--- src/sv/oidl_pkg.sv ---
// Shared types, constants and a helper function for the ordered ID list engine.
package oidl_pkg;

	localparam int MAX_ENTRIES = 8;
	localparam int ID_W = 16;
	localparam int LEN_W = 4;
	localparam int IDX_W = (MAX_ENTRIES > 1) ? $clog2(MAX_ENTRIES) : 1;
	localparam int CNT_W = $clog2(MAX_ENTRIES + 2);

	localparam logic [ID_W-1:0] EMPTY_ID = '1;
	localparam logic [LEN_W-1:0] LEN_RESET = LEN_W'(8);

	typedef enum logic [1:0] {
		OP_TEST  = 2'd0,
		OP_ADD   = 2'd1,
		OP_DEL   = 2'd2,
		OP_FLUSH = 2'd3
	} opcode_t;

	typedef enum logic [1:0] {
		STS_OK       = 2'd0,
		STS_INVALID  = 2'd1,
		STS_NOTFOUND = 2'd2,
		STS_RANGE    = 2'd3
	} status_t;

	typedef enum logic [2:0] {
		S_IDLE,
		S_FULL,
		S_SCAN,
		S_INS,
		S_DEL,
		S_DONE
	} state_t;

	typedef struct packed {
		opcode_t         opcode;
		logic            before_flag;
		logic            member_found;
		logic [ID_W-1:0] member_id;
		logic            member_is_list;
		logic            ref_given;
		logic            ref_found;
		logic [ID_W-1:0] ref_id;
	} in_t;

	typedef struct packed {
		status_t status;
		logic    hit;
	} out_t;

	typedef struct packed {
		logic             we;
		logic [IDX_W-1:0] waddr;
		logic [ID_W-1:0]  wdata;
		logic             re;
		logic [IDX_W-1:0] raddr;
	} mem_req_t;

	typedef struct packed {
		logic prev_empty;
		logic cur_empty;
		logic prev_id;
		logic prev_ref;
		logic pair_id_ref;
		logic pair_ref_id;
	} cmp_t;

	function automatic logic [CNT_W-1:0] eff_len(input logic [LEN_W-1:0] v);
		logic [CNT_W-1:0] r;
		if (v == '0) begin
			r = CNT_W'(1);
		end else if (int'(v) > MAX_ENTRIES) begin
			r = CNT_W'(MAX_ENTRIES);
		end else begin
			r = CNT_W'(v);
		end
		return r;
	endfunction

endpackage

--- src/sv/oidl_ram.sv ---
// Generic simple dual-port RAM with one write port and a registered read port.
module oidl_ram #(
	parameter int WIDTH = 16,
	parameter int DEPTH = 8
) (
	input  logic                                      clk,
	input  logic                                      we,
	input  logic [((DEPTH > 1) ? $clog2(DEPTH) : 1)-1:0] waddr,
	input  logic [WIDTH-1:0]                          wdata,
	input  logic                                      re,
	input  logic [((DEPTH > 1) ? $clog2(DEPTH) : 1)-1:0] raddr,
	output logic [WIDTH-1:0]                          rdata
);

	logic [WIDTH-1:0] mem_q [DEPTH];

	always_ff @(posedge clk) begin
		if (we) begin
			mem_q[waddr] <= wdata;
		end
		if (re) begin
			rdata <= mem_q[raddr];
		end
	end

endmodule

--- src/sv/oidl_cmp.sv ---
// Shared compare unit that matches a slot pair against the member and reference IDs.
module oidl_cmp (
	input  logic [oidl_pkg::ID_W-1:0] prev,
	input  logic [oidl_pkg::ID_W-1:0] cur,
	input  logic                      cur_in,
	input  logic [oidl_pkg::ID_W-1:0] mid,
	input  logic [oidl_pkg::ID_W-1:0] rid,
	output oidl_pkg::cmp_t            flags
);
	import oidl_pkg::*;

	always_comb begin
		flags.prev_empty  = (prev == EMPTY_ID);
		flags.cur_empty   = (cur == EMPTY_ID);
		flags.prev_id     = (prev == mid);
		flags.prev_ref    = (prev == rid);
		flags.pair_id_ref = (prev == mid) && cur_in && (cur == rid);
		flags.pair_ref_id = (prev == rid) && cur_in && (cur == mid);
	end

endmodule

--- src/sv/oidl_ctrl.sv ---
// Request sequencer that scans, inserts into and compacts the member list one slot at a time.
module oidl_ctrl (
	input  logic                       clk,
	input  logic                       arst_n,
	input  logic [oidl_pkg::CNT_W-1:0] len,
	input  logic                       in_valid,
	output logic                       in_ready,
	input  oidl_pkg::in_t              in_data,
	output logic                       out_valid,
	input  logic                       out_ready,
	output oidl_pkg::out_t             out_data,
	output oidl_pkg::mem_req_t         mem,
	input  logic [oidl_pkg::ID_W-1:0]  rdata
);
	import oidl_pkg::*;

	state_t               state_q, state_d, acc_next;
	opcode_t              op_q;
	logic                 before_q, refnone_q;
	logic [ID_W-1:0]      id_q, rid_q, prev_q, carry_q, cur;
	logic [CNT_W-1:0]     len_q, k_q, s1_idx_q, idx_m1, ins_k, del_k;
	logic                 s1_vld_q, s1_ent_q;
	logic [MAX_ENTRIES-1:0] vld_q;
	out_t                 res_q, out_q;
	logic                 out_valid_q;
	logic                 cur_in, accept, adv, step, last, near;
	logic                 fin, fin_hit, go_ins, go_del, flush_wr;
	status_t              fin_st, acc_st;
	cmp_t                 flags;

	assign in_ready  = (state_q == S_IDLE);
	assign accept    = in_valid && in_ready;
	assign out_valid = out_valid_q;
	assign out_data  = out_q;

	assign cur_in = (s1_idx_q < len_q);
	assign cur    = (s1_ent_q && cur_in) ? rdata : EMPTY_ID;
	assign idx_m1 = s1_idx_q - CNT_W'(1);
	assign near   = before_q || refnone_q;
	assign step   = (state_q == S_SCAN) && s1_vld_q && (s1_idx_q != '0);
	assign last   = (s1_idx_q == len_q);
	assign ins_k  = near ? idx_m1 : s1_idx_q;
	assign del_k  = near ? s1_idx_q : s1_idx_q + CNT_W'(1);

	oidl_cmp u_cmp (
		.prev   (prev_q),
		.cur    (cur),
		.cur_in (cur_in),
		.mid    (id_q),
		.rid    (rid_q),
		.flags  (flags)
	);

	always_comb begin
		acc_st   = STS_OK;
		acc_next = S_SCAN;
		if (in_data.opcode == OP_FLUSH) begin
			acc_next = S_SCAN;
		end else if (in_data.before_flag && !in_data.ref_given) begin
			acc_next = S_DONE;
			acc_st   = STS_INVALID;
		end else if (!in_data.member_found || in_data.member_id == EMPTY_ID) begin
			acc_next = S_DONE;
			acc_st   = STS_NOTFOUND;
		end else if (in_data.opcode == OP_ADD && in_data.member_is_list) begin
			acc_next = S_DONE;
			acc_st   = STS_RANGE;
		end else if (in_data.ref_given &&
				(!in_data.ref_found || in_data.ref_id == EMPTY_ID)) begin
			acc_next = S_DONE;
			acc_st   = STS_NOTFOUND;
		end else if (in_data.opcode == OP_ADD) begin
			acc_next = S_FULL;
		end
	end

	always_comb begin
		fin      = 1'b0;
		fin_st   = STS_OK;
		fin_hit  = 1'b0;
		go_ins   = 1'b0;
		go_del   = 1'b0;
		flush_wr = 1'b0;
		case (state_q)
			S_FULL: begin
				if (s1_vld_q && !flags.cur_empty) begin
					fin    = 1'b1;
					fin_st = STS_RANGE;
				end
			end
			S_SCAN: begin
				if (step) begin
					case (op_q)
						OP_TEST: begin
							if (flags.prev_empty) begin
								fin = 1'b1;
							end else if (before_q ? flags.prev_id :
									(refnone_q ? flags.prev_id : flags.pair_ref_id)) begin
								fin     = 1'b1;
								fin_hit = before_q ? flags.pair_id_ref : 1'b1;
							end else if (last) begin
								fin = 1'b1;
							end
						end
						OP_DEL: begin
							if (flags.prev_empty) begin
								fin    = 1'b1;
								fin_st = STS_NOTFOUND;
							end else if (before_q ? flags.pair_id_ref :
									(refnone_q ? flags.prev_id : flags.pair_ref_id)) begin
								go_del = 1'b1;
							end else if (last) begin
								fin    = 1'b1;
								fin_st = STS_NOTFOUND;
							end
						end
						OP_ADD: begin
							if (flags.prev_ref) begin
								if (!near && last) begin
									fin    = 1'b1;
									fin_st = STS_RANGE;
								end else begin
									go_ins = 1'b1;
								end
							end else if (last) begin
								fin    = 1'b1;
								fin_st = STS_RANGE;
							end
						end
						default: begin
							if (flags.prev_empty) begin
								fin = 1'b1;
							end else begin
								flush_wr = 1'b1;
								fin      = last;
							end
						end
					endcase
				end
			end
			S_INS: begin
				if (s1_vld_q && (flags.cur_empty || s1_idx_q == len_q - CNT_W'(1))) begin
					fin = 1'b1;
				end
			end
			S_DEL: begin
				if (!s1_vld_q && k_q >= len_q) begin
					fin = 1'b1;
				end
			end
			default: begin
				fin = 1'b0;
			end
		endcase
	end

	always_comb begin
		state_d = state_q;
		case (state_q)
			S_IDLE: begin
				if (in_valid) begin
					state_d = acc_next;
				end
			end
			S_FULL: begin
				if (fin) begin
					state_d = S_DONE;
				end else if (s1_vld_q) begin
					state_d = S_SCAN;
				end
			end
			S_SCAN: begin
				if (fin) begin
					state_d = S_DONE;
				end else if (go_ins) begin
					state_d = S_INS;
				end else if (go_del) begin
					state_d = S_DEL;
				end
			end
			S_INS, S_DEL: begin
				if (fin) begin
					state_d = S_DONE;
				end
			end
			S_DONE: begin
				if (!out_valid_q || out_ready) begin
					state_d = S_IDLE;
				end
			end
			default: begin
				state_d = S_IDLE;
			end
		endcase
	end

	always_comb begin
		adv = 1'b0;
		mem = '0;
		case (state_q)
			S_SCAN: begin
				adv = (k_q <= len_q);
				if (flush_wr) begin
					mem.we    = 1'b1;
					mem.waddr = idx_m1[IDX_W-1:0];
					mem.wdata = EMPTY_ID;
				end
			end
			S_FULL: begin
				adv = (k_q < len_q);
			end
			S_INS: begin
				adv = (k_q < len_q);
				if (s1_vld_q) begin
					mem.we    = 1'b1;
					mem.waddr = s1_idx_q[IDX_W-1:0];
					mem.wdata = carry_q;
				end
			end
			S_DEL: begin
				adv = (k_q < len_q);
				if (s1_vld_q) begin
					mem.we    = 1'b1;
					mem.waddr = idx_m1[IDX_W-1:0];
					mem.wdata = cur;
				end else if (fin) begin
					mem.we    = 1'b1;
					mem.waddr = IDX_W'(len_q - CNT_W'(1));
					mem.wdata = EMPTY_ID;
				end
			end
			default: begin
				adv = 1'b0;
			end
		endcase
		mem.re    = adv && (k_q < len_q);
		mem.raddr = k_q[IDX_W-1:0];
	end

	always_ff @(posedge clk or negedge arst_n) begin
		if (!arst_n) begin
			state_q     <= S_IDLE;
			s1_vld_q    <= 1'b0;
			k_q         <= '0;
			vld_q       <= '0;
			out_valid_q <= 1'b0;
		end else begin
			state_q  <= state_d;
			s1_vld_q <= adv && (state_d == state_q);
			if (accept) begin
				k_q <= (acc_next == S_FULL) ? len - CNT_W'(1) : '0;
			end else if (go_ins) begin
				k_q <= ins_k;
			end else if (go_del) begin
				k_q <= del_k;
			end else if (state_q == S_FULL && state_d == S_SCAN) begin
				k_q <= '0;
			end else if (adv) begin
				k_q <= k_q + CNT_W'(1);
			end
			if (mem.we) begin
				vld_q[mem.waddr] <= 1'b1;
			end
			if (state_q == S_DONE && (!out_valid_q || out_ready)) begin
				out_valid_q <= 1'b1;
			end else if (out_ready) begin
				out_valid_q <= 1'b0;
			end
		end
	end

	always_ff @(posedge clk) begin
		s1_idx_q <= k_q;
		s1_ent_q <= mem.re ? vld_q[mem.raddr] : 1'b0;
		if (accept) begin
			op_q      <= in_data.opcode;
			before_q  <= in_data.before_flag;
			refnone_q <= !in_data.ref_given;
			id_q      <= in_data.member_id;
			rid_q     <= in_data.ref_given ? in_data.ref_id : EMPTY_ID;
			len_q     <= len;
			res_q     <= '{status: acc_st, hit: 1'b0};
		end else if (fin) begin
			res_q <= '{status: fin_st, hit: fin_hit};
		end
		if (state_q == S_SCAN && s1_vld_q) begin
			prev_q <= cur;
		end
		if (go_ins) begin
			carry_q <= id_q;
		end else if (state_q == S_INS && s1_vld_q) begin
			carry_q <= cur;
		end
		if (state_q == S_DONE && (!out_valid_q || out_ready)) begin
			out_q <= res_q;
		end
	end

	a_no_rw_clash: assert property (@(posedge clk) disable iff (!arst_n)
		mem.re && mem.we |-> mem.raddr != mem.waddr)
		else $error("List memory read and written at the same slot.");

	a_idle_pipe_empty: assert property (@(posedge clk) disable iff (!arst_n)
		state_q == S_IDLE |-> !s1_vld_q)
		else $error("Read stage still busy while idle.");

	a_idx_bound: assert property (@(posedge clk) disable iff (!arst_n)
		s1_vld_q |-> s1_idx_q <= len_q)
		else $error("Scan index ran past the list length.");

	a_hit_only_ok: assert property (@(posedge clk) disable iff (!arst_n)
		out_valid_q |-> !(out_q.hit && out_q.status != STS_OK))
		else $error("Hit reported with a failing status.");

	a_done_holds: assert property (@(posedge clk) disable iff (!arst_n)
		state_q == S_DONE && out_valid_q && !out_ready |=> state_q == S_DONE)
		else $error("Result dropped while the output was stalled.");

endmodule

--- src/sv/ordered_id_list_engine.sv ---
// Top level of the ordered ID list engine: length register, list memory and sequencer.
// A request that fails its field checks goes straight to the done state without reading the list memory.
// One slot is read per cycle through the single read port of the list memory.
// A new request is taken only after the previous one has finished its work.
// Reset empties the list at once and sets the list length to 8.
module ordered_id_list_engine (
	input  logic                       clk,
	input  logic                       arst_n,
	input  logic                       cfg_we,
	input  logic [oidl_pkg::LEN_W-1:0] cfg_wdata,
	input  logic                       in_valid,
	output logic                       in_ready,
	input  oidl_pkg::in_t              in_data,
	output logic                       out_valid,
	input  logic                       out_ready,
	output oidl_pkg::out_t             out_data
);
	import oidl_pkg::*;

	logic [LEN_W-1:0] list_length_q;
	logic [CNT_W-1:0] len;
	mem_req_t         mem;
	logic [ID_W-1:0]  rdata;

	always_ff @(posedge clk or negedge arst_n) begin
		if (!arst_n) begin
			list_length_q <= LEN_RESET;
		end else if (cfg_we) begin
			list_length_q <= cfg_wdata;
		end
	end

	assign len = eff_len(list_length_q);

	oidl_ram #(
		.WIDTH (ID_W),
		.DEPTH (MAX_ENTRIES)
	) u_ram (
		.clk   (clk),
		.we    (mem.we),
		.waddr (mem.waddr),
		.wdata (mem.wdata),
		.re    (mem.re),
		.raddr (mem.raddr),
		.rdata (rdata)
	);

	oidl_ctrl u_ctrl (
		.clk       (clk),
		.arst_n    (arst_n),
		.len       (len),
		.in_valid  (in_valid),
		.in_ready  (in_ready),
		.in_data   (in_data),
		.out_valid (out_valid),
		.out_ready (out_ready),
		.out_data  (out_data),
		.mem       (mem),
		.rdata     (rdata)
	);

endmodule

--- config.mk ---
export PLATFORM = sky130hd
export DESIGN_NAME = ordered_id_list_engine
export DESIGN_NICKNAME = d
export VERILOG_FILES = /design/src/sv/oidl_pkg.sv /design/src/sv/oidl_ram.sv /design/src/sv/oidl_cmp.sv /design/src/sv/oidl_ctrl.sv /design/src/sv/ordered_id_list_engine.sv
export SDC_FILE = /design/constraint.sdc
export NUM_CORES = 1
export LEC_CHECK = 0
export ABC_CLOCK_PERIOD_IN_PS = 8500
export BUFFER_PORTS_ARGS = -buffer_cell sky130_fd_sc_hd__buf_2
export CORE_UTILIZATION = 50
export DETAILED_ROUTE_END_ITERATION = 12
export GPL_ROUTABILITY_DRIVEN = 0
export PLACE_DENSITY = 0.74
export SLEW_MARGIN = 20
export SYNTH_ARGS = -nofsm -noshare
export SYNTH_HDL_FRONTEND = slang
export SYNTH_SLANG_ARGS = --single-unit
--- constraint.sdc ---
create_clock -name clk -period 8.5 [get_ports clk]
set_clock_uncertainty 0.15 [all_clocks]
set_input_delay 1.275 -clock clk [delete_from_list [all_inputs] [get_ports clk]]
set_output_delay 1.275 -clock clk [all_outputs]
set_load 0.01 [all_outputs]
Yosys cells after proc, flatten, opt, wreduce, memory -nomap -nowiden
Memories as Yosys holds them, arrays and structs flattened. A register that Yosys moved wholly into a read port is not among the register bits. Cells that the tools add are included.

Bits in registers: 104. RAM bits: 128. Input port bits: 48. Output and inout port bits: 5. Logic and storage cells: 197. Memories: 1.

Add/sub/neg operators: 5. Magnitude comparators: 8. Equality and inequality tests: 22. Muxes and demuxes: 96. Bitwise logic cells: 1. Reduce and logical (&&, ||, !) cells: 44.

Memory list: u_ram.mem_q (words 8, bits a word 16, rd ports 1, clocked after Yosys merged registers in 1, write ports 1, RTL line oidl_ram.sv:15) `logic [WIDTH-1:0] mem_q [DEPTH];`.

Operators by type and width (count): $mux W20 (4); $eq A16 B16 Y1 (4); $eq A16 B16 Y1 const B (4); $pmux W20 S3 (1); $mux W16 (3); $mux W3 (15); $mux W1 (41); $mux W4 (10); $mux W2 (14); $logic_and A1 B1 Y1 (21); $pmux W3 S5 (1); $sub A4 B1 Y4 const B (3); $eq A3 B2 Y1 const B (3); $add A4 B1 Y4 const B (2); $eq A4 B4 Y1 (2); $lt A3 B4 Y1 const B (2); $lt A4 B4 Y1 (2); $or A8 B8 Y8 (1); $pmux W2 S2 (2); $logic_not A1 Y1 (7); $eq A3 B1 Y1 const B (2); $eq A3 B3 Y1 const B (2); $reduce_bool A2 Y1 (3); $reduce_or A3 Y1 (2); 19 further kinds (25).

Logic depth before layout (Yosys ltp)
Gate-level depths: netlist (run 1).

Depth after elaboration: 22. Depth in mapped cells: 14. Depth with buffers taken out: 12.

Hierarchy
From an unflattened synthesis (run 1), not the netlist that was laid out.

Cells, all modules: 792. Area, all modules: 11612.4 µm².

By module, submodules not included: oidl_ram (instances 1, cells an instance 214, area an instance 5454.0 µm², sequential area each 4324.1 µm²); oidl_ctrl (instances 1, cells an instance 469, area an instance 5206.2 µm², sequential area each 2857.7 µm²); oidl_cmp (instances 1, cells an instance 96, area an instance 775.7 µm², sequential area each 0.0 µm²); ordered_id_list_engine (instances 1, cells an instance 13, area an instance 176.4 µm², sequential area each 101.3 µm²).

Worst setup path after synthesis (run 1)
Ideal clock, no wire load.

Kind: reg-to-reg. From: reg u_ctrl.state_q[2]. To: mem u_ram.mem_q[0][0], enable pin. Setup time: 0.416 ns. Data arrival time: 3.542 ns. Data required time: 7.934 ns. Setup slack: 4.392 ns. Cell stages (with the launch flop): 12. Buffers on the path: 2. Clock period less this slack: 4.108 ns. Path through: dfrtp_1 > clkbuf_1 > and4bb_2 > a21boi_1 > nor2b_1 > and2_1 > buf_2 > a21oi_1 > nor2_1 > o21ai_0 > o221ai_1 > a211oi_1.

Longest elaborated chain between the ends: 10. Elaborated cells on any way between the ends: 16. Those cells by class: 4 x eq/ne; 10 x mux; 2 x reduce/logical.

RTL lines: start, declared (RTL line oidl_ctrl.sv:17) `state_t state_q, state_d, acc_next;`; start signal, assigned (RTL line oidl_ctrl.sv:248) `state_q <= state_d;`; $eq A3 B2 Y1 (RTL line oidl_ctrl.sv:40, oidl_ctrl.sv:84, oidl_ctrl.sv:200); $logic_and A1 B1 Y1 (2 in series) (RTL line oidl_ctrl.sv:40) `assign step = (state_q == S_SCAN) && s1_vld_q && (s1_idx_q != '0);`; $mux W1 (RTL line oidl_ctrl.sv:92) `if (step) begin`; $pmux W1 S4 (RTL line oidl_ctrl.sv:84) `case (state_q)`; $mux W20 (RTL line oidl_ctrl.sv:226) `end else if (fin) begin`; $mux W20 (RTL line oidl_ctrl.sv:222) `if (s1_vld_q) begin`; $pmux W20 S3 * (RTL line oidl_ctrl.sv:200) `case (state_q)`; $mux W1 (RTL line oidl_ram.sv:18) `if (we) begin`; $mux W1 (implied by the code) (RTL line oidl_ram.sv:19) `mem_q[waddr] <= wdata;`; end, declared (RTL line oidl_ram.sv:15).

Mark *: on every way between the ends. The rest lies on a longest branch, timed or not.

Final worst setup path (run 1)
From: reg u_ctrl.s1_vld_q. To: mem u_ram.mem_q[7][10], enable pin.

Longest elaborated chain between the ends: 9. Elaborated cells on any way between the ends: 20. Those cells by class: 14 x mux; 6 x reduce/logical.

RTL lines: start, declared (RTL line oidl_ctrl.sv:22) `logic s1_vld_q, s1_ent_q;`; start signal, assigned (RTL line oidl_ctrl.sv:249) `s1_vld_q <= adv && (state_d == state_q);`; $logic_not A1 Y1 or $logic_and A1 B1 Y1 (tied branches) (RTL line oidl_ctrl.sv:147, oidl_ctrl.sv:40); $logic_and A1 B1 Y1 (on tied branches) (RTL line oidl_ctrl.sv:147, oidl_ctrl.sv:40); $mux W1 (on tied branches) (RTL line oidl_ctrl.sv:147, oidl_ctrl.sv:92); $pmux W1 S4 (RTL line oidl_ctrl.sv:84); $mux W20 (RTL line oidl_ctrl.sv:226); $mux W20 (RTL line oidl_ctrl.sv:222); $pmux W20 S3 * (RTL line oidl_ctrl.sv:200); $mux W1 (RTL line oidl_ram.sv:18); $mux W1 (implied by the code) (RTL line oidl_ram.sv:19).

Marks and branches as above.

==> reports/metrics.yaml, run 1 <==
post-place-cells: 1190
final_period_minus_worst_setup_slack_ns: 5.189
critical_path.reg2reg.endpoint: "u_ram.mem_q[7][10]$_DFFE_PP_"
number_of_enable_flip_flop_cells_after_synthesis: 221
hold_buf_cts: 0
placementRows: 55
cp-start-kind: "register"
initial_utilization: 0.5121
layout.cells.non_filler: 1238
cts-root-buf: "sky130_fd_sc_hd__clkbuf_16"
detailedPlacementHpwl_microns: 18210
nets: 970
avgRoutedWirePerCell_microns: 21.25
die_h_microns: 154.7
tritoncts: "done"
cp_data_arrival_time_ns: 5.28
setup_viols_final: 0
synth.net_count: 912
grt_setup_unrepaired: "false"
synth_top_cells_by_area: "sky130_fd_sc_hd__edfxtp_1 (57%), sky130_fd_sc_hd__mux4_2 (6.6%), sky130_fd_sc_hd__dfrtp_1 (4.3%)"
port_buffers: 52
final.period_utilization: 0.6105
p_leak_nw: 4.667
grt_overflow_total: 0
drt_first_iter_violations: 759
worst_path_largest_cell_delay_ns: 0.80
critPathMaxFanout: 21
antenna_violations_before_repair: 0
critical_path_s_slowest_cell: "sky130_fd_sc_hd__dfrtp_1"
cts_sinks: 248
critical_path.n_buffers_inverters: 1
pin_count_of_the_biggest_net_entering_global_routing: 49
layout-drive-gt1-share: 0.2002
area_growth_pct: 12.79
ctsResizeCount: 0
ir_worst_vdd_mv: 0.1880
outcome: "complete, no violations"
critPathRequiredTime_ns: 8.59
synth_top_cell_by_area: "sky130_fd_sc_hd__edfxtp_1"
worst-r2r-cell-count: 9
fillCellCount: 1762
top_level_ports: 53
cts_buffer_depth: 3
achievable-frequency_ghz: 0.1927
synth_area_sq_mm: 0.01166
routed_wl_microns: 26310
final-hold-violation-count: 0
worst_slew_margin_rel: 0.2629
route.detailed.vias_per_inst: 5.948
timing.reg2reg.setup_slack_ns: 3.31
synth_sequential_area_ratio: 0.6244
yosys_warnings: 0
setup_tns_ns: 0
power_density_normalized_to_cell_area_mw_per_mm2: 321.8
critPathKind: "reg2reg"
maxCapViolCount: 0
ordered_cell_list_for_the_critical_path: "and4bb_2, a21boi_1, nor2b_1, and2_1, a21oi_1, o221a_2, or2_2, nor2_1, buf_4"
first_global_vias: 7327
layout.cells.most_common: "sky130_fd_sc_hd__edfxtp_1"
grt_util_all_layers: 0.2273
syn_inst: 847
timing.critical_path.to_type: "register"
number_of_cts_inserted_buffers: 26
timing.critical_path.max_delay_family: "simple AND/OR/NAND/NOR gates"
antenna_violating_nets_post_route: 0
fp.dieArea_sq_mm: 0.02394
die_w_microns: 154.7
timing.hold.worst_path_depth: 0
postSynth.topFlopCell: "sky130_fd_sc_hd__edfxtp_1"
min_from: "u_ctrl.res_q[2]$_DFFE_PP_"
cts_max_level: 1
slew_violations: 0
core-area_sq_mm: 0.02278
worstHoldEndpoint: "u_ctrl.out_data[2]$_DFFE_PP_"
postCtsSetupRepairBufs: 0
global_route_wire_length_before_repair_microns: 41320
mostFrequentLayoutCells: "sky130_fd_sc_hd__edfxtp_1 (221), sky130_fd_sc_hd__nor2_1 (53), sky130_fd_sc_hd__buf_2 (52), sky130_fd_sc_hd__a21oi_1 (50)"
post_synth_top_area_share: 0.5689
yosys_register_bits: 248
postLayoutCoreUtil: 0.5776
hold_path.class: "reg2reg"
syn-mean-instance-area_sq_um: 13.77
detailedRoute.firstPassIterationCount: 5
vias: 7364
drcViolationCount: 0
worst_skew_pair.late_latency_ns: 0.53
crit-reg2reg-launch: "u_ctrl.s1_vld_q$_DFF_PN0_"
synthDistinctLibCells: 71
postSynth.asyncResetShare: 0.08468
path_clk_slew_ns: 0.06
max_slew.worst_pin.slew_ns: 1.106
==> power breakdown <==
part	switching (mW)	internal, mW
clock network	0.455	0.677
logic	0.704	0.527
registers	0.238	1.63
==> kinds of logic after synthesis <==
group           Yosys count  share of synthesized area
simple gates            231                     0.1059
mux                      59                    0.08924
xor+xnor                 65                    0.04880
buf+inv                  78                    0.02617
compound gates          149                    0.08731
flops                   248                     0.6244
fa+ha+maj                17                    0.01823
==> per-stage QoR <==
stage	worst slack (ns)	hold slack [ns]	total power [mW]	instance area, sq um
global placement	3.544	0.2501	3.078	12300
global route	3.042	0.2900	4.432	13150
floorplan	4.392	0.2400	2.722	11660
finish	3.311	0.2697	4.234	13160
CTS	3.316	0.2724	4.242	13150
detailed placement	3.332	0.2588	3.102	12300
==> synthesized netlist by cell type, types with 24 or more instances <==
cell type / count
sky130_fd_sc_hd__nand4_1: 34
sky130_fd_sc_hd__nand2b_1: 25
sky130_fd_sc_hd__nor2_1: 53
sky130_fd_sc_hd__xnor2_1: 41
sky130_fd_sc_hd__mux4_2: 34
sky130_fd_sc_hd__edfxtp_1: 221
sky130_fd_sc_hd__nand2_1: 40
sky130_fd_sc_hd__clkbuf_1: 30
sky130_fd_sc_hd__xor2_1: 24
sky130_fd_sc_hd__a21oi_1: 50
sky130_fd_sc_hd__inv_1: 41
==> how the worst max path moves through the flow <==
stage	from	end	slack, ns	cells after the start
CTS	u_ctrl.s1_vld_q$_DFF_PN0_	u_ram.mem_q[7][10]$_DFFE_PP_	3.32	9
global route	u_ctrl.s1_vld_q$_DFF_PN0_	u_ram.mem_q[7][7]$_DFFE_PP_	3.04	9
finish	u_ctrl.s1_vld_q$_DFF_PN0_	u_ram.mem_q[7][10]$_DFFE_PP_	3.31	9
global placement	u_ctrl.s1_vld_q$_DFF_PN0_	u_ram.mem_q[7][14]$_DFFE_PP_	3.54	9
floorplan	u_ctrl.state_q[2]$_DFF_PN0_	u_ram.mem_q[0][0]$_DFFE_PP_	4.39	11
detailed placement	u_ctrl.s1_vld_q$_DFF_PN0_	u_ram.mem_q[7][4]$_DFFE_PP_	3.33	9
==> sequential cells by signal (all words and copies together) (netlist names), 2 cells and up <==
register         flops
u_ctrl.s1_idx_q      4
u_ctrl.rid_q        16
u_ctrl.carry_q      16
u_ctrl.id_q         16
u_ctrl.out_data      3
u_ctrl.len_q         4
u_ctrl.state_q       3
u_ctrl.op_q          2
u_ctrl.prev_q       16
list_length_q        4
u_ctrl.vld_q         8
u_ctrl.k_q           4
u_ram.mem_q        128
u_ram.rdata         16
u_ctrl.res_q         3
==> metal layers <==
metal | track usage | routed length [microns] | vias up
li1 | - | - | 3360
met3 | 0.03250 | 1441 | 62
met1 | 0.3134 | 11470 | 3642
met4 | 0.09807 | 1034 | 0
met5 | 0 | 0 | -
met2 | 0.3624 | 12360 | 300
==> final cells by class <==
| type | count | area [sq um] | area share |
|---|---|---|---|
| clock inverters | 21 | 207.7 | 0.01579 |
| inverters | 41 | 153.9 | 0.01170 |
| repair buffers | 67 | 372.9 | 0.02834 |
| multi-input cells | 521 | 4093 | 0.3111 |
| flip-flops and latches | 248 | 7284 | 0.5537 |
| diodes | 1 | 2.502 | 0.0001902 |
| well taps | 313 | 391.6 | 0.02977 |
| clock buffers | 26 | 650.6 | 0.04945 |
(Power assumes the default switching activity.)
==> run 2: changes to the inputs <==
ABC_AREA = 1   (was unset)
ABC_CLOCK_PERIOD_IN_PS = 5100   (was 8500)
clock period = 5.1 ns   (was 8.5 ns; I/O delays follow)
==> run 2 against run 1 <==
Sequential power grew 52%. Routed wire length increased by 4.9%. Synthesized cell count increased by 44%. Largest power group unchanged. Maximum frequency up 14%. Sequential share of layout area fell by 1.7 points. Largest cell class unchanged. Design area grew 3.2%. Global-route usage increased by 0.46 points. First-iteration DRC count increased by 11%. Register-to-register slack worse by 2.7 ns. Power up 69%. Core utilization down 0.11 points.
==> reports/metrics.yaml, run 2 <==
outcome: "complete, no violations"
top_level_ports: 53  # unchanged
routed_wl_microns: 27590  # +4.9%
timing.critical_path.to_type: "register"
max_slew.worst_pin.slew_ns: 1.050  # -0.05573 ns
power_mw: 7.140  # +69%
number_of_cts_inserted_buffers: 27  # +3.8%
port_buffers: 52  # unchanged
route.detailed.vias_per_inst: 5.513  # -7.3%
worst_skew_pair.late_latency_ns: 0.53  # about the same
syn-mean-instance-area_sq_um: 9.837  # -29%
largest_register_ff_count: 128  # unchanged
ctsResizeCount: 0  # unchanged
hold_buf_cts: 0  # unchanged
cts_max_level: 1  # unchanged
synth_sequential_area_ratio: 0.6059  # -0.01846
antenna_violating_nets_post_route: 0  # unchanged
setup_viols_final: 0  # unchanged
cts_buffer_depth: 3  # unchanged
power_density_normalized_to_cell_area_mw_per_mm2: 526.1  # +63%
area_growth_pct: 12.91
synth_top_cell_by_area: "sky130_fd_sc_hd__edfxtp_1"
number_of_enable_flip_flop_cells_after_synthesis: 221  # unchanged
synth_most_common_cell: "sky130_fd_sc_hd__edfxtp_1"
slew_violations: 0  # unchanged
setup_tns_ns: 0  # unchanged
pin_count_of_the_biggest_net_entering_global_routing: 74  # +51%
insertedDiodeCount: 0  # -1
layout-drive-gt1-share: 0.1275  # -0.07272
ir_worst_vdd_mv: 0.9180  # +390%
synth_top_cells_by_area: "sky130_fd_sc_hd__edfxtp_1 (55%), sky130_fd_sc_hd__nand2_1 (6.5%), sky130_fd_sc_hd__nor2_1 (5.9%)"
detailedPlacementHpwl_microns: 19230  # +5.6%
die_w_microns: 157.1  # +1.5%
syn_inst: 1222  # +44%
cp_data_arrival_time_ns: 4.54  # -0.74 ns
die_h_microns: 157.1  # +1.5%
maxCapViolCount: 0  # unchanged
drt_first_iter_violations: 842  # +11%
yosys_register_bits: 248  # unchanged
cp-start-kind: "register"
worst_slew_margin_rel: 0.2993  # +0.03638
avgRoutedWirePerCell_microns: 17.02  # -20%
mostFrequentLayoutCells: "sky130_fd_sc_hd__edfxtp_1 (221), sky130_fd_sc_hd__nand2_1 (208), sky130_fd_sc_hd__nor2_1 (188), sky130_fd_sc_hd__inv_1 (118), sky130_fd_sc_hd__o21ai_0 (117)"
initial_utilization: 0.5106  # -0.001536
nets: 1347  # +39%
grt_util_all_layers: 0.2318  # +0.004592
critPathRequiredTime_ns: 5.11  # -3.48 ns
antenna_violations_before_repair: 0  # unchanged
final.period_utilization: 0.8895  # +0.2791
fp.dieArea_sq_mm: 0.02466  # +3.0%
global_route_wire_length_before_repair_microns: 44610  # +8.0%
postSynth.asyncResetShare: 0.08468  # unchanged
netlist_top_cells_count: "sky130_fd_sc_hd__edfxtp_1 (221), sky130_fd_sc_hd__nand2_1 (208), sky130_fd_sc_hd__nor2_1 (188)"
critPathKind: "reg2reg"
final-hold-violation-count: 0  # unchanged
hold_path.class: "in2async"
achievable-frequency_ghz: 0.2204  # +14%
cts-root-buf: "sky130_fd_sc_hd__clkbuf_16"
synth.net_count: 1287  # +41%
critPathMaxFanout: 20  # -4.8%
post_synth_top_area_share: 0.5521  # -0.01682
tritoncts: "done"
placementRows: 56  # +1.8%
final_period_minus_worst_setup_slack_ns: 4.537  # -0.6523 ns
synth_area_sq_mm: 0.01202  # +3.0%
grt_setup_unrepaired: "false"
layout.cells.most_common: "sky130_fd_sc_hd__edfxtp_1"
core-area_sq_mm: 0.02354  # +3.4%
p_leak_nw: 5.521  # +18%
postSynth.topFlopCell: "sky130_fd_sc_hd__edfxtp_1"
synthDistinctLibCells: 48  # -32%
vias: 8936  # +21%
postCtsSetupRepairBufs: 0  # unchanged
registers.top_by_ff_count: "u_ram.mem_q"
first_global_vias: 8745  # +19%
path_clk_slew_ns: 0.06  # about the same
grt_overflow_total: 0  # unchanged
cts_sinks: 248  # unchanged
drcViolationCount: 0  # unchanged
yosys_warnings: 0  # unchanged
detailedRoute.firstPassIterationCount: 6  # +1
[run 2: changes by cell type after synthesis, sizes merged, moves of 22 or more]
cell and delta:
nand3 +56, nor2 +136, xnor2 -22, inv +83, a21oi -22, mux4 -34, nand2 +186, nand2b -25
o21ai +115
[run 2: per-layer routing]
metal  up-vias  wire length [microns]  GRT usage
met5         -                      0          0
met4         0                    809    0.07767
met1      4202                  11570     0.3080
li1       4313                      -          -
met2       354                  13340     0.3884
met3        67                   1868    0.03689
[run 2: kinds of logic (layout without fill, tap and decap cells)]
group / count (synthesis) / count (layout) / share of synthesized area
AOI/OAI and AO/OA: 210 / 210 / 0.09566
and+or+nand+nor: 545 / 545 / 0.1989
muxes: 2 / 2 / 0.001874
adders and majority gates: 17 / 17 / 0.01770
DFF: 248 / 248 / 0.6059
xor gates and xnor gates: 36 / 36 / 0.02623
buffers and inverters: 164 / 244 / 0.05371
[run 2: critical path, cell delays in order, from the launching register on]
cell and delay, ns:
sky130_fd_sc_hd__edfxtp_1 0.35, sky130_fd_sc_hd__inv_1 0.14, sky130_fd_sc_hd__ha_1 0.27, sky130_fd_sc_hd__nand2_1 0.08
sky130_fd_sc_hd__nand2_1 0.07, sky130_fd_sc_hd__nand2_2 0.08, sky130_fd_sc_hd__nand2_2 0.07, sky130_fd_sc_hd__nor2_4 0.46
sky130_fd_sc_hd__buf_4 0.30, sky130_fd_sc_hd__nand2_2 0.12, sky130_fd_sc_hd__nand4_1 0.15, sky130_fd_sc_hd__nor2_1 0.12
sky130_fd_sc_hd__a21oi_1 0.17, sky130_fd_sc_hd__nor2_1 0.06, sky130_fd_sc_hd__a311oi_2 0.49, sky130_fd_sc_hd__nand2_4 0.13
sky130_fd_sc_hd__inv_4 0.10, sky130_fd_sc_hd__nand2_4 0.08, sky130_fd_sc_hd__nand2_1 0.14, sky130_fd_sc_hd__inv_2 0.14
sky130_fd_sc_hd__o21ai_0 0.14, sky130_fd_sc_hd__nand3_1 0.34
[run 2: area by class of cell]
class                   count  area, sq um
fillers                  2008         9971
flip-flops and latches    248         7284
multi-input cells         810         4091
clock buffers              32        714.4
inverters                 125        475.5
well taps                 319        399.1
repair buffers             70        395.4
clock inverters            17        211.5
[run 2: stage by stage]
step	hold WS, ns	util	area, sq um	setup WS (ns)	cells
after floorplan	0.2216	-	12020	1.031	1222
after global placement	0.2510	0.5370	12640	0.6174	1572
after detailed placement	0.2598	0.5370	12640	0.4800	1572
after CTS	0.04670	0.5763	13570	0.4597	1621
after global routing	0.07351	0.5765	13570	0.1602	1621
final	0.03765	0.5765	13570	0.5633	1621
[run 2: worst paths after layout]
kind                                      startpoint                      endpoint  slack, ns  cells after the start
max in group asynchronous                     arst_n     u_ctrl.k_q[0]$_DFFE_PN0P_       4.39                      1
min in group clk           u_ctrl.res_q[2]$_DFFE_PP_  u_ctrl.out_data[2]$_DFFE_PP_       0.27                      0
max reg2reg                u_ctrl.len_q[1]$_DFFE_PP_   u_ram.mem_q[6][0]$_DFFE_PP_       0.56                     21
min                                           arst_n  u_ctrl.out_valid$_DFFE_PN0P_       0.04                      1
min reg2reg                u_ctrl.res_q[2]$_DFFE_PP_  u_ctrl.out_data[2]$_DFFE_PP_       0.27                      0
max                        u_ctrl.len_q[1]$_DFFE_PP_   u_ram.mem_q[6][0]$_DFFE_PP_       0.56                     21
[run 2: power by group]
part	switching (mW)	leakage (nW)	internal [mW]	total [mW]
clock network	0.776	0.445	1.25	2.02
registers	0.204	2.36	2.64	2.84
logic	1.58	2.72	0.697	2.27
total	2.56	5.52	4.58	7.14
